$ cat config.mk
export PLATFORM = sky130hd
export DESIGN_NAME = cpl_cell
export DESIGN_NICKNAME = d
export VERILOG_FILES = /design/src/cpl_pkg.sv /design/src/cpl_cell.sv
export SDC_FILE = /design/constraint.sdc
export NUM_CORES = 1
export LEC_CHECK = 0
export ABC_AREA = 1
export BUFFER_PORTS_ARGS = -buffer_cell sky130_fd_sc_hd__buf_2
export CORE_UTILIZATION = 35
export DETAILED_ROUTE_END_ITERATION = 12
export PLACE_DENSITY = 0.69
export SYNTH_ARGS = -nofsm -noshare
export SYNTH_HDL_FRONTEND = slang
export SYNTH_SLANG_ARGS = --single-unit
export TNS_END_PERCENT = 10
$ cat constraint.sdc
create_clock -name clk -period 3.75 [get_ports clk]
set_clock_uncertainty 0.2 [all_clocks]
set_input_delay 0.375 -clock clk [delete_from_list [all_inputs] [get_ports clk]]
set_output_delay 0.375 -clock clk [all_outputs]
set_load 0.02 [all_outputs]
$ cat src/cpl_pkg.sv
package cpl_pkg;

    localparam int DATA_W = 32;
    localparam int LEN_W = 16;
    localparam int ID_W = 10;
    localparam int ENTRY_IDX_W = 10;
    localparam int COUNT_CFG_W = 11;
    localparam int CFG_DATA_W = 32;
    localparam int CFG_IDX_W = 1;

    typedef enum logic [CFG_IDX_W-1:0] {
        REG_REF_LENGTH   = 1'b0,
        REG_CONTIG_COUNT = 1'b1
    } cfg_reg_t;

endpackage

$ cat src/cpl_cell.sv
module cpl_cell #(
    parameter int CNT_W = 11,
    parameter int ADDR_W = 10,
    localparam int TOK_W = 3 * CNT_W + 2 * cpl_pkg::DATA_W + 4
) (
    input  logic                        clk,
    input  logic                        rst_n,
    input  logic [CNT_W-1:0]            count,
    input  logic [TOK_W-1:0]            tok_in,
    output logic [TOK_W-1:0]            tok_out,
    input  logic [ADDR_W-1:0]           addr_a_in,
    input  logic [ADDR_W-1:0]           addr_b_in,
    output logic [ADDR_W-1:0]           addr_a_out,
    output logic [ADDR_W-1:0]           addr_b_out,
    input  logic [cpl_pkg::DATA_W-1:0]  rd_a,
    input  logic [cpl_pkg::DATA_W-1:0]  rd_b
);

    typedef struct packed {
        logic                          valid;
        logic                          second;
        logic                          done;
        logic [CNT_W-1:0]              lo;
        logic [CNT_W-1:0]              hi;
        logic [CNT_W-1:0]              mid;
        logic [cpl_pkg::DATA_W:0]      pos;
        logic [cpl_pkg::DATA_W-1:0]    base;
    } tok_t;

    tok_t             s0_reg;
    tok_t             s1_reg;
    tok_t             s0_next;
    tok_t             s1_next;
    logic [CNT_W-1:0] mid_inc;
    logic [CNT_W:0]   mid_sum;
    logic             live;

    assign s0_next = tok_t'(tok_in);
    assign mid_inc = s0_reg.mid + CNT_W'(1);

    // Only one token sits in an address stage at a time, so the read
    // addresses of all cells merge by OR along the row.
    assign addr_a_out = addr_a_in | (s0_reg.valid ? s0_reg.mid[ADDR_W-1:0] : '0);
    assign addr_b_out = addr_b_in | (s0_reg.valid ? mid_inc[ADDR_W-1:0] : '0);

    assign live = !s1_reg.done && (s1_reg.lo < s1_reg.hi);

    always_comb
    begin
        s1_next = s1_reg;
        mid_sum = '0;
        if (live)
        begin
            s1_next.base = rd_a;
            if ({1'b0, rd_a} <= s1_reg.pos)
            begin
                if ((s1_reg.mid == count - CNT_W'(1)) || (s1_reg.pos < {1'b0, rd_b}))
                begin
                    s1_next.done = 1'b1;
                end
                else
                begin
                    s1_next.lo = s1_reg.mid + CNT_W'(1);
                end
            end
            else
            begin
                s1_next.hi = s1_reg.mid;
            end
            mid_sum = {1'b0, s1_next.lo} + {1'b0, s1_next.hi};
            if (!s1_next.done && (s1_next.lo < s1_next.hi))
            begin
                s1_next.mid = mid_sum[CNT_W:1];
            end
        end
    end

    assign tok_out = s1_next;

    always_ff @(posedge clk or negedge rst_n)
    begin
        if (!rst_n)
        begin
            s0_reg <= '0;
            s1_reg <= '0;
        end
        else
        begin
            s0_reg <= s0_next;
            s1_reg <= s0_reg;
        end
    end

    a_mid_in_window: assert property (@(posedge clk) disable iff (!rst_n)
        s1_reg.valid && live |-> (s1_reg.mid >= s1_reg.lo) && (s1_reg.mid < s1_reg.hi))
        else $error("probe index outside the search window");

    a_token_order: assert property (@(posedge clk) disable iff (!rst_n)
        s0_reg.valid && s1_reg.valid |-> s0_reg.second != s1_reg.second)
        else $error("two tokens of the same kind in one cell");

endmodule
==> reports/results.tsv, run 1 <==
metric	value	unit
top area cells in the synthesized netlist	sky130_fd_sc_hd__dfrtp_1, sky130_fd_sc_hd__ha_1, sky130_fd_sc_hd__nand2_1	
post-synth top area cell	sky130_fd_sc_hd__dfrtp_1	
width of the die	172	µm
violations in the final reports	negative setup slack	
I/O pin count	319	
maximum clock rate	0.205	GHz
via density per instance	4.54	
Arrival @ worst endpoint	4.31	ns
Die Area	29700	µm²
syn avg cell area	8.98	µm²
final worst-path cycle share	1.30	
Final ANT Viol Nets	0	
hold violation total from the final report	0	
total number of placement rows	62	
vias in the first global route	9500	
maximum level of the CTS H-tree	1	
Power, Total	0.00636	W
post-DP HPWL	23800	µm
number of DRC markers after the initial detailed-route iteration	529	
Min-Delay Path Depth	0	
Worst setup startpoint	tok_out[62]	
number of synthesized register bits	202	
placer's final routability congestion estimate	0.963	
launch point of the worst reg-to-reg path	s0_reg[100]	
maximum clock path buffer count	3	
RSZ-0062 raised after global routing	yes	
kind of end point of the critical path	output port	
Warnings, synthesis	0	
Setup-failing EPs final	11	
final-stage net count	1968	
final instance count without filler cells	2079	
Worst path top cell family by delay	simple AND/OR/NAND/NOR gates	
Post-Place Setup Slack	-0.885	ns
hold_sp	s0_reg[92]	
final critical path time including I/O delays and setup	4.89	ns
I/O Buffers	318	
# placed instances	1912	
highest net fanout along the worst path	6	
number of detailed-route iterations in the first pass	5	
effective utilization at floorplan	0.355	
Worst Path Class, Setup	reg2out	
die height	172	µm
top cell type's share of synthesized area	0.497	
Worst setup SP type	flip-flop	
worst hold slack	0.141	ns
Core ar.	28600	µm²
Layout fillers	2551	
cell with the most instances on the worst path	sky130_fd_sc_hd__nand2_2	
Final Max Slew Viols	0	
antenna violations before repair	6	
number of cells produced by synthesis	1133	
maximum number of pins on one net before global-route repair	93	
Post-Syn Area	10200	µm²
aggregate global-route resource usage	0.213	
sequential element share of the synthesized area	0.497	
Critical R2R Capture	tok_out[100]	
clock insertion delay at the later pin of the skew report	0.53	ns
worst reg-to-reg path cell count	0	
CP max stage cell	sky130_fd_sc_hd__dfrtp_1	
power density over the cells	414	nW/µm²
Routed wire per std cell	15.6	µm
critical path's largest stage delay	0.41	ns
Clk pin slew, worst setup/hold paths	0.06	ns
CTS Root Buffer Type	sky130_fd_sc_hd__clkbuf_16	
number of distinct library cells after synthesis	45	
hold-critical path endpoint	s1_reg[92]	
status	complete, but fails checks	
flip-flop count of the largest register, all copies and words added	101	
layout overhead on the synthesized area	50.9	%
Worst Max-Slew Pin Slew	0.772	ns
GRT overflow	0	
post-route DRC violation count	0	
via count	9429	
share of final-layout standard cells stronger than drive strength 1	0.360	
P_leak	8.26	nW
total negative slack	-11.59	ns
setup slack, reg-to-reg	2.86	ns
total clock buffers created by CTS	23	
Max Cap Viol	0	
worst supply voltage drop on vdd	0.000419	V
TritonCTS Sinks	202	
setup slack of the critical path after layout	-1.14	ns
number of buffer and inverter instances along the worst setup path	2	
path class of the lowest-slack min-delay path	reg2reg	
clock tree from TritonCTS	yes	
first-pass GRT wire length	48400	µm
required time at the worst-slack endpoint	3.17	ns
slew margin rel.	0.485	
Synthesized Nets	1428	
routed wire length	32400	µm
worst max path at each step:
stage / end / slack (ns) / depth (start not counted)
floorplan: tok_out[74] / -0.20 / 25
global placement: tok_out[74] / -0.82 / 28
detailed placement: tok_out[74] / -0.88 / 28
CTS: tok_out[74] / -1.19 / 25
global route: tok_out[74] / -1.51 / 28
finish: tok_out[74] / -1.14 / 26
cell usage after synthesis (all sizes together):
master  count
o21a        1
o21ai      70
nand4       6
o31ai       2
nand3      43
nand3b      2
nor3        8
a21o        4
xnor2       6
xor2        9
ha         96
nor4        3
or2         4
nor2       65
nand2     315
a31o        2
a31oi       1
clkbuf     13
fa          1
a21oi      47
o21bai     15
inv       176
clkinv      2
dfrtp     202
o22ai       1
buf        38
o311ai      1
metrics by stage:
stage,area [µm²],utilization
detailed placement,13000,0.454
global placement,13000,0.454
CTS,14900,0.521
floorplan,10300,-
global route,15300,0.536
finish,15300,0.536
per-layer routing:
| metal | global-route usage | vias to the layer above | part of all wire |
|---|---|---|---|
| met4 | 0.101 | 0 | 0.042 |
| met2 | 0.355 | 286 | 0.48 |
| met3 | 0.0302 | 84 | 0.049 |
| met1 | 0.272 | 4446 | 0.43 |
| li1 | - | 4613 | - |
| met5 | 0 | - | 0 |
report_power, final:
group	internal (W)	switching [W]	leakage, nW
Sequential	0.00229	0.0000635	2.35
Clock	0.00138	0.000925	0.386
Combinational	0.000756	0.000944	5.52
Total	0.00442	0.00193	8.26
logic make-up (layout without fill, tap and decap cells):
logic type               Yosys count  in the layout  synth area share
AO/OA/AOI/OAI                    144            144            0.0813
adder cells (fa/ha/maj)           97             97             0.120
buffers and inverters            229            785            0.0987
XOR/XNOR                          15             15            0.0129
flip-flops                       202            202             0.497
AND/OR/NAND/NOR                  446            446             0.190
other                              0              6                 0
timing repair:
item,CTS,global route
pin swaps,8,24
gates resized for setup,27,78
hold endpoints to repair,189,0
setup endpoints to repair,24,32
buffers inserted,4,14
hold buffers,102,0
area by class of cell:
cell class | count | area (µm²) | share of cell area
multi-input combinational | 702 | 4470 | 0.292
antenna | 6 | 15.0 | 0.000978
inverter | 178 | 678 | 0.0442
timing repair buffer | 566 | 3850 | 0.251
sequential | 202 | 5060 | 0.330
clock buffer | 31 | 656 | 0.0427
clock inverter | 10 | 133 | 0.00864
tap | 384 | 480 | 0.0313
placed cells by master (no fill, tap or decap), drive strengths merged, types with 3 or more instances in the layout:
cell / n
or2: 4
o21ai: 70
nor3: 8
dlygate4sd3: 102
o21bai: 15
clkinv: 6
a21o: 4
buf: 462
xnor2: 6
nand2: 315
inv: 179
nand3: 43
nor2: 65
dfrtp: 202
nand4: 6
clkbuf: 33
xor2: 9
a21oi: 47
nor4: 3
diode: 6
ha: 96
No activity file was read; power rests on OpenSTA's default activity.
==> inputs of run 2 (changes only) <==
--- a/config.mk
+++ b/config.mk
@@ -8,9 +8,11 @@
 export ABC_AREA = 1
 export BUFFER_PORTS_ARGS = -buffer_cell sky130_fd_sc_hd__buf_2
 export CORE_UTILIZATION = 35
+export CTS_CLUSTER_DIAMETER = 100
 export DETAILED_ROUTE_END_ITERATION = 12
 export PLACE_DENSITY = 0.69
+export RECOVER_POWER = 100
 export SYNTH_ARGS = -nofsm -noshare
 export SYNTH_HDL_FRONTEND = slang
 export SYNTH_SLANG_ARGS = --single-unit
-export TNS_END_PERCENT = 10
+export TNS_END_PERCENT = 100
==> run 2 against run 1 <==
Net effect:
- the flow finishes with violations (max-capacitance violations, max-slew violations, negative setup slack)
- setup slack worse by 0.039 ns
- highest routed layer unchanged
- critical path depth shrank 1
- routed wire length rose by 0.15%
- critical path type unchanged
- sequential cell count is the same
- critical endpoint is now tok_out[67]
- final cell count up 0.14%
- largest cell class unchanged
- non-clock buffer count grew 5
- fmax down 0.78%
- hold slack worse by 0.0013 ns
==> reports/results.tsv, run 2 (synthesized netlist as in run 1, its figures left out) <==
metric	value	unit	change
maximum level of the CTS H-tree	1		unchanged
Worst Max-Slew Pin Slew	2.62	ns	was 0.772 ns
Arrival @ worst endpoint	4.35	ns	was 4.31 ns
total clock buffers created by CTS	23		unchanged
power density over the cells	415	nW/µm²	was 414 nW/µm²
effective utilization at floorplan	0.355		unchanged
clock tree from TritonCTS	yes		unchanged
RSZ-0062 raised after global routing	yes		unchanged
Clk pin slew, worst setup/hold paths	0.06	ns	about the same
maximum clock path buffer count	3		unchanged
width of the die	172	µm	unchanged
Final ANT Viol Nets	0		unchanged
path class of the lowest-slack min-delay path	reg2reg		unchanged
final critical path time including I/O delays and setup	4.93	ns	was 4.89 ns
routed wire length	32400	µm	about the same
GRT overflow	0		unchanged
setup slack, reg-to-reg	2.89	ns	was 2.86 ns
Worst Setup EP	tok_out[67]		was tok_out[74]
flip-flop count of the largest register, all copies and words added	101		unchanged
commonest non-fill, non-tap cell in the layout	sky130_fd_sc_hd__nand2_1		was sky130_fd_sc_hd__buf_2
TritonCTS Sinks	202		unchanged
via density per instance	4.55		was 4.54
CTS Root Buffer Type	sky130_fd_sc_hd__clkbuf_16		unchanged
worst reg-to-reg path cell count	0		unchanged
required time at the worst-slack endpoint	3.17	ns	about the same
final-stage net count	1973		was 1968
launch point of the worst reg-to-reg path	s0_reg[100]		unchanged
violations in the final reports	max-capacitance violations, max-slew violations, negative setup slack		was negative setup slack
commonest cells after routing, fill and taps aside	sky130_fd_sc_hd__nand2_1, sky130_fd_sc_hd__buf_2, sky130_fd_sc_hd__dfrtp_1		was sky130_fd_sc_hd__buf_2, sky130_fd_sc_hd__nand2_1, sky130_fd_sc_hd__dfrtp_1
Worst setup startpoint	tok_out[62]		unchanged
placer's final routability congestion estimate	0.952		was 0.963
via count	9479		was 9429
Layout fillers	2572		was 2551
vias in the first global route	9677		was 9500
layout overhead on the synthesized area	51.9	%	was 50.9%
share of final-layout standard cells stronger than drive strength 1	0.340		was 0.360
setup slack of the critical path after layout	-1.18	ns	was -1.14 ns
Core ar.	28600	µm²	unchanged
Die Area	29700	µm²	unchanged
Worst setup SP type	flip-flop		unchanged
critical path's largest stage delay	0.41	ns	about the same
Routed wire per std cell	15.6	µm	about the same
Worst Path Class, Setup	reg2out		unchanged
kind of end point of the critical path	output port		unchanged
final worst-path cycle share	1.31		was 1.30
hold violation total from the final report	0		unchanged
status	complete, but fails checks		unchanged
clock insertion delay at the later pin of the skew report	0.51	ns	was 0.53 ns
P_leak	8.14	nW	was 8.26 nW
Worst path top cell family by delay	simple AND/OR/NAND/NOR gates		unchanged
total area of multi-input combinational cells	4600	µm²	was 4470 µm²
WP depth	25		was 26
Critical R2R Capture	tok_out[100]		unchanged
slew margin rel.	-0.746		was 0.485
cell with the most instances on the worst path	sky130_fd_sc_hd__nand2_2		unchanged
CP max stage cell	sky130_fd_sc_hd__dfrtp_1		unchanged
highest net fanout along the worst path	6		unchanged
total number of placement rows	62		unchanged
Setup-failing EPs final	11		unchanged
maximum clock rate	0.203	GHz	was 0.205 GHz
first-pass GRT wire length	49300	µm	was 48400 µm
final standard cell utilization of the core	0.540		was 0.536
die height	172	µm	unchanged
Max Cap Viol	1		was 0
I/O pin count	319		unchanged
total negative slack	-12.31	ns	was -11.59 ns
flip-flop and latch area	5060	µm²	unchanged
worst supply voltage drop on vdd	0.000374	V	was 0.000419 V
aggregate global-route resource usage	0.217		was 0.213
number of DRC markers after the initial detailed-route iteration	423		was 529
maximum number of pins on one net before global-route repair	102		was 93
number of buffer and inverter instances along the worst setup path	6		was 2
Final Max Slew Viols	102		was 0
antenna violations before repair	5		was 6
post-route DRC violation count	0		unchanged
post-DP HPWL	23700	µm	was 23800 µm
number of detailed-route iterations in the first pass	5		unchanged
I/O Buffers	318		unchanged
## run 2: cell count changes in the layout (fill, tap and decap cells not counted), sizes merged
cell    previous run  this run
clkbuf            33        97
buf              462       405
clkinv             6         2
bufinv             2         3
diode              6         5
## run 2: stage by stage
step           hold slack, ns  cells  instance area, µm²  total power, W  setup slack (ns)
2_1_floorplan          -0.121   1133               10300         0.00317            -0.200
3_3_place_gp            0.131   1915               13000         0.00382            -0.851
3_5_place_dp            0.135   1915               13000         0.00384            -0.905
4_1_cts                 0.143   2067               15200         0.00639             -1.20
5_1_grt                 0.144   2082               15400         0.00673             -1.41
6_report                0.140   2082               15400         0.00641             -1.18
## run 2: how the worst min path moves through the flow
stage               start           to  cells after the start
6_report       s0_reg[84]   s1_reg[84]                      0
5_1_grt        s0_reg[84]   s1_reg[84]                      0
4_1_cts        s0_reg[84]   s1_reg[84]                      0
3_5_place_dp   s0_reg[84]   s1_reg[84]                      0
3_3_place_gp   s0_reg[56]  tok_out[56]                      0
2_1_floorplan       rst_n    s0_reg[0]                      0
## run 2: cell type report
type / count / share of cell area
well taps: 384 / 0.0311
inverters: 178 / 0.0439
clock inverters: 7 / 0.00851
flip-flops and latches: 202 / 0.327
clock buffers: 33 / 0.0429
repair buffers: 571 / 0.248
diodes: 5 / 0.000810
multi-input cells: 702 / 0.298
## run 2: where the power goes
part,internal (W),switching [W]
Sequential,0.00229,0.0000657
Combinational,0.000764,0.000955
Clock,0.00144,0.000895
Total,0.00450,0.00192
## run 2: layer usage
layer,track usage,up-vias,share of wire
li1,-,4630,-
met1,0.268,4451,0.41
met2,0.369,307,0.49
met3,0.0382,91,0.054
met4,0.0985,0,0.044
met5,0,-,0
## run 2: repair_timing
action / in CTS / in global routing
setup endpoints to repair: 24 / 34
pin swaps: 32 / 31
cloned: 1 / 0
gates resized for setup: 76 / 71
hold buffers: 102 / 0
hold endpoints to repair: 198 / 0
setup buffers: 10 / 10
==> inputs of run 3 (changes only) <==
--- a/config.mk
+++ b/config.mk
@@ -5,12 +5,13 @@
 export SDC_FILE = /design/constraint.sdc
 export NUM_CORES = 1
 export LEC_CHECK = 0
-export ABC_AREA = 1
 export BUFFER_PORTS_ARGS = -buffer_cell sky130_fd_sc_hd__buf_2
+export CELL_PAD_IN_SITES_DETAIL_PLACEMENT = 1
+export CELL_PAD_IN_SITES_GLOBAL_PLACEMENT = 1
 export CORE_UTILIZATION = 35
 export CTS_CLUSTER_DIAMETER = 100
 export DETAILED_ROUTE_END_ITERATION = 12
-export PLACE_DENSITY = 0.69
+export PLACE_DENSITY = 0.84
 export RECOVER_POWER = 100
 export SYNTH_ARGS = -nofsm -noshare
 export SYNTH_HDL_FRONTEND = slang
==> constraint.sdc (replaced) <==
create_clock -name clk -period 3.75 [get_ports clk]
set_clock_uncertainty 0.2 [all_clocks]
set_input_delay 0.375 -clock clk [delete_from_list [all_inputs] [get_ports clk]]
set_output_delay 0.375 -clock clk [all_outputs]
set_load 0.05 [all_outputs]
==> run 3 against run 2 <==
Net effect:
- the flow still finishes with violations (max-capacitance violations, max-slew violations, negative setup slack)
- total power increased by 10%
- hold slack improved by 0.0025 ns
- non-clock buffer count grew 11
- register-to-register slack lost 0.28 ns
- synthesized cell count down 22%
- area after synthesis is 3.9% lower
- critical endpoint is now tok_out[73]
==> reports/results.tsv, run 3 <==
metric	value	unit	change
status	complete, but fails checks		unchanged
violations in the final reports	max-capacitance violations, max-slew violations, negative setup slack		unchanged
sequential element share of the synthesized area	0.517		was 0.497
Core ar.	27200	µm²	was 28600 µm²
final critical path time including I/O delays and setup	5.97	ns	was 4.93 ns
effective utilization at floorplan	0.360		was 0.355
maximum clock rate	0.167	GHz	was 0.203 GHz
commonest cells after routing, fill and taps aside	sky130_fd_sc_hd__buf_2, sky130_fd_sc_hd__dfrtp_1, sky130_fd_sc_hd__buf_4		was sky130_fd_sc_hd__nand2_1, sky130_fd_sc_hd__buf_2, sky130_fd_sc_hd__dfrtp_1
area of all placed cells without fillers	16100	µm²	was 15400 µm²
total number of placement rows	60		was 62
Internal Pwr Total	0.00463	W	was 0.00450 W
fraction of power spent switching nets	0.346		was 0.299
Worst setup SP type	flip-flop		unchanged
Flop pwr share	0.337		was 0.368
worst supply voltage drop on vdd	0.000357	V	was 0.000374 V
required time at the worst-slack endpoint	3.17	ns	about the same
hold_sp	s0_reg[83]		was s0_reg[84]
flip-flop count of the largest register, all copies and words added	101		unchanged
routed wire length	44100	µm	was 32400 µm
maximum level of the CTS H-tree	1		unchanged
GRT overflow	0		unchanged
antenna violations before repair	10		was 5
launch point of the worst reg-to-reg path	s0_reg[100]		unchanged
final-stage net count	1723		was 1973
number of detailed-route iterations in the first pass	5		unchanged
top cell type's share of synthesized area	0.517		was 0.497
number of flops mapped to enable cells by yosys	0		unchanged
syn avg cell area	11.1	µm²	was 8.98 µm²
flip-flop cell with the highest count after synthesis	sky130_fd_sc_hd__dfrtp_1		unchanged
die height	169	µm	was 172 µm
via density per instance	5.12		was 4.55
share of final-layout standard cells stronger than drive strength 1	0.454		was 0.340
Max Cap Viol	1		unchanged
width of the die	169	µm	was 172 µm
Synthesized Nets	1174		was 1428
post-synth top area cell	sky130_fd_sc_hd__dfrtp_1		unchanged
Post-Place Setup Slack	-1.79	ns	was -0.905 ns
number of synthesized register bits	202		unchanged
most frequent cells after synthesis	sky130_fd_sc_hd__dfrtp_1, sky130_fd_sc_hd__inv_1, sky130_fd_sc_hd__ha_1, sky130_fd_sc_hd__a21oi_1, sky130_fd_sc_hd__nand2_1		was sky130_fd_sc_hd__nand2_1, sky130_fd_sc_hd__dfrtp_1, sky130_fd_sc_hd__inv_1, sky130_fd_sc_hd__ha_1, sky130_fd_sc_hd__o21ai_0
worst hold slack	0.143	ns	was 0.140 ns
post-DP HPWL	26500	µm	was 23700 µm
dominant cell by count in the synthesized netlist	sky130_fd_sc_hd__dfrtp_1		was sky130_fd_sc_hd__nand2_1
via count	9351		was 9479
first-pass GRT wire length	59800	µm	was 49300 µm
aggregate global-route resource usage	0.276		was 0.217
Worst setup startpoint	tok_out[52]		was tok_out[62]
layout overhead on the synthesized area	64.4	%	was 51.9%
final worst-path cycle share	1.59		was 1.31
CTS Root Buffer Type	sky130_fd_sc_hd__clkbuf_16		unchanged
power density over the cells	440	nW/µm²	was 415 nW/µm²
relative contribution of the clock network to total power	0.316		was 0.364
maximum number of pins on one net before global-route repair	101		was 102
Min-Delay Path Depth	0		unchanged
Clk pin slew, worst setup/hold paths	0.07	ns	was 0.06 ns
hold violation total from the final report	0		unchanged
Worst Path Class, Setup	reg2out		unchanged
Arrival @ worst endpoint	5.40	ns	was 4.35 ns
Post-Syn Area	9780	µm²	was 10200 µm²
Cell Area, Placed	12800	µm²	was 13000 µm²
number of distinct library cells after synthesis	62		was 45
commonest non-fill, non-tap cell in the layout	sky130_fd_sc_hd__buf_2		was sky130_fd_sc_hd__nand2_1
Die Area	28600	µm²	was 29700 µm²
vias in the first global route	10400		was 9677
post-route DRC violation count	0		unchanged
total clock buffers created by CTS	22		was 23
highest net fanout along the worst path	5		was 6
number of cells produced by synthesis	879		was 1133
slew margin rel.	-0.636		was -0.746
net switching power	0.00245	W	was 0.00192 W
Final Max Slew Viols	101		was 102
combinational share of power	0.347		was 0.268
kind of end point of the critical path	output port		unchanged
Setup-failing EPs final	33		was 11
Routed wire per std cell	24.2	µm	was 15.6 µm
maximum clock path buffer count	3		unchanged
worst reg-to-reg path cell count	0		unchanged
setup slack of the critical path after layout	-2.22	ns	was -1.18 ns
Final ANT Viol Nets	0		unchanged
I/O pin count	319		unchanged
top area cells in the synthesized netlist	sky130_fd_sc_hd__dfrtp_1, sky130_fd_sc_hd__ha_1, sky130_fd_sc_hd__mux2_2		was sky130_fd_sc_hd__dfrtp_1, sky130_fd_sc_hd__ha_1, sky130_fd_sc_hd__nand2_1
async set-reset flop share out of synthesis	1.00		unchanged
placer's final routability congestion estimate	0.908		was 0.952
clock tree from TritonCTS	yes		unchanged
clock insertion delay at the later pin of the skew report	0.53	ns	was 0.51 ns
path class of the lowest-slack min-delay path	reg2reg		unchanged
total negative slack	-30.84	ns	was -12.31 ns
Worst Max-Slew Pin Slew	2.45	ns	was 2.62 ns
RSZ-0062 raised after global routing	yes		unchanged
number of DRC markers after the initial detailed-route iteration	482		was 423
P_leak	7.76	nW	was 8.14 nW
Warnings, synthesis	0		unchanged
I/O Buffers	318		unchanged
TritonCTS Sinks	202		unchanged
-- run 3: cell types whose count changed after synthesis, sizes merged, moves of 16 or more --
cell   previous run  this run
a21o              4        25
nor2             65        41
o21ai            70        29
nand2           315        43
inv             176       108
a21oi            47        63
nand3            43        15
mux2              0        42
-- run 3: power groups by stage --
stage / clock network [W] / logic (W) / registers (W)
floorplan: 0 / 0.00109 / 0.00237
global placement: 0 / 0.00176 / 0.00239
detailed placement: 0 / 0.00182 / 0.00240
CTS: 0.00223 / 0.00214 / 0.00237
global route: 0.00235 / 0.00257 / 0.00239
finish: 0.00223 / 0.00246 / 0.00238
-- run 3: through the flow --
step | utilization | power, W | instances
floorplan | - | 0.00347 | 879
global placement | 0.472 | 0.00416 | 1635
detailed placement | 0.472 | 0.00423 | 1635
CTS | 0.563 | 0.00673 | 1797
global route | 0.591 | 0.00731 | 1824
finish | 0.591 | 0.00707 | 1825
-- run 3: worst paths after layout --
kind                                end  slack (ns)
setup / recovery            tok_out[73]       -2.22
min in group asynchronous    s1_reg[20]        0.93
hold reg to reg              s1_reg[83]        0.14
max in group asynchronous    s1_reg[12]        0.50
hold / removal               s1_reg[83]        0.14
setup reg to reg           tok_out[100]        2.61
-- run 3: area by class of cell --
type	count	area, µm²
antenna	10	25.0
clock buffer	30	611
clock inverter	9	128
fill	2920	11100
inverter	108	423
multi-input combinational	512	4890
sequential	202	5060
tap	372	465
timing repair buffer	582	4470
-- run 3: kinds of logic (layout without fill, tap and decap cells) --
group	after synthesis	in the layout	share of synthesized area
flip-flops	202	202	0.517
AO/OA/AOI/OAI	166	166	0.108
buffers and inverters	165	729	0.0778
other	0	10	0
adder cells (fa/ha/maj)	97	97	0.125
AND/OR/NAND/NOR	164	164	0.0845
XOR/XNOR	33	33	0.0296
multiplexers	52	52	0.0586
-- run 3: per-layer routing --
| layer | wire length, µm | track usage | vias up | share of wire |
|---|---|---|---|---|
| li1 | - | - | 4084 | - |
| met1 | 16500 | 0.308 | 4792 | 0.37 |
| met2 | 23300 | 0.500 | 328 | 0.53 |
| met3 | 1770 | 0.0422 | 147 | 0.040 |
| met4 | 2540 | 0.156 | 0 | 0.058 |
| met5 | 0 | 0 | - | 0 |
-- run 3: repair_timing --
| item | CTS | global route |
|---|---|---|
| hold endpoints to repair | 198 | 0 |
| setup buffers | 20 | 23 |
| resized for setup | 131 | 179 |
| pin swaps | 23 | 39 |
| endpoints found under the setup margin | 66 | 66 |
| hold buffers | 102 | 0 |
| gates cloned | 2 | 2 |
-- run 3: critical path, stage by stage, from the launching register on --
cell and delay (ns):
sky130_fd_sc_hd__dfrtp_1 0.45, sky130_fd_sc_hd__inv_1 0.10, sky130_fd_sc_hd__ha_1 0.38, sky130_fd_sc_hd__nand4_1 0.23
sky130_fd_sc_hd__nor4_4 0.28, sky130_fd_sc_hd__buf_4 0.20, sky130_fd_sc_hd__a32oi_4 0.14, sky130_fd_sc_hd__buf_6 0.16
sky130_fd_sc_hd__a21oi_4 0.22, sky130_fd_sc_hd__buf_12 0.16, sky130_fd_sc_hd__buf_8 0.11, sky130_fd_sc_hd__nor2_4 0.04
sky130_fd_sc_hd__a21oi_4 0.16, sky130_fd_sc_hd__ha_4 0.16, sky130_fd_sc_hd__o21bai_4 0.12, sky130_fd_sc_hd__a21oi_2 0.07
sky130_fd_sc_hd__o21ai_1 0.13, sky130_fd_sc_hd__a21oi_1 0.09, sky130_fd_sc_hd__o31a_1 0.26, sky130_fd_sc_hd__a2111o_1 0.40
sky130_fd_sc_hd__a21o_4 0.25, sky130_fd_sc_hd__or4_1 0.40, sky130_fd_sc_hd__o211ai_1 0.16, sky130_fd_sc_hd__buf_12 0.18
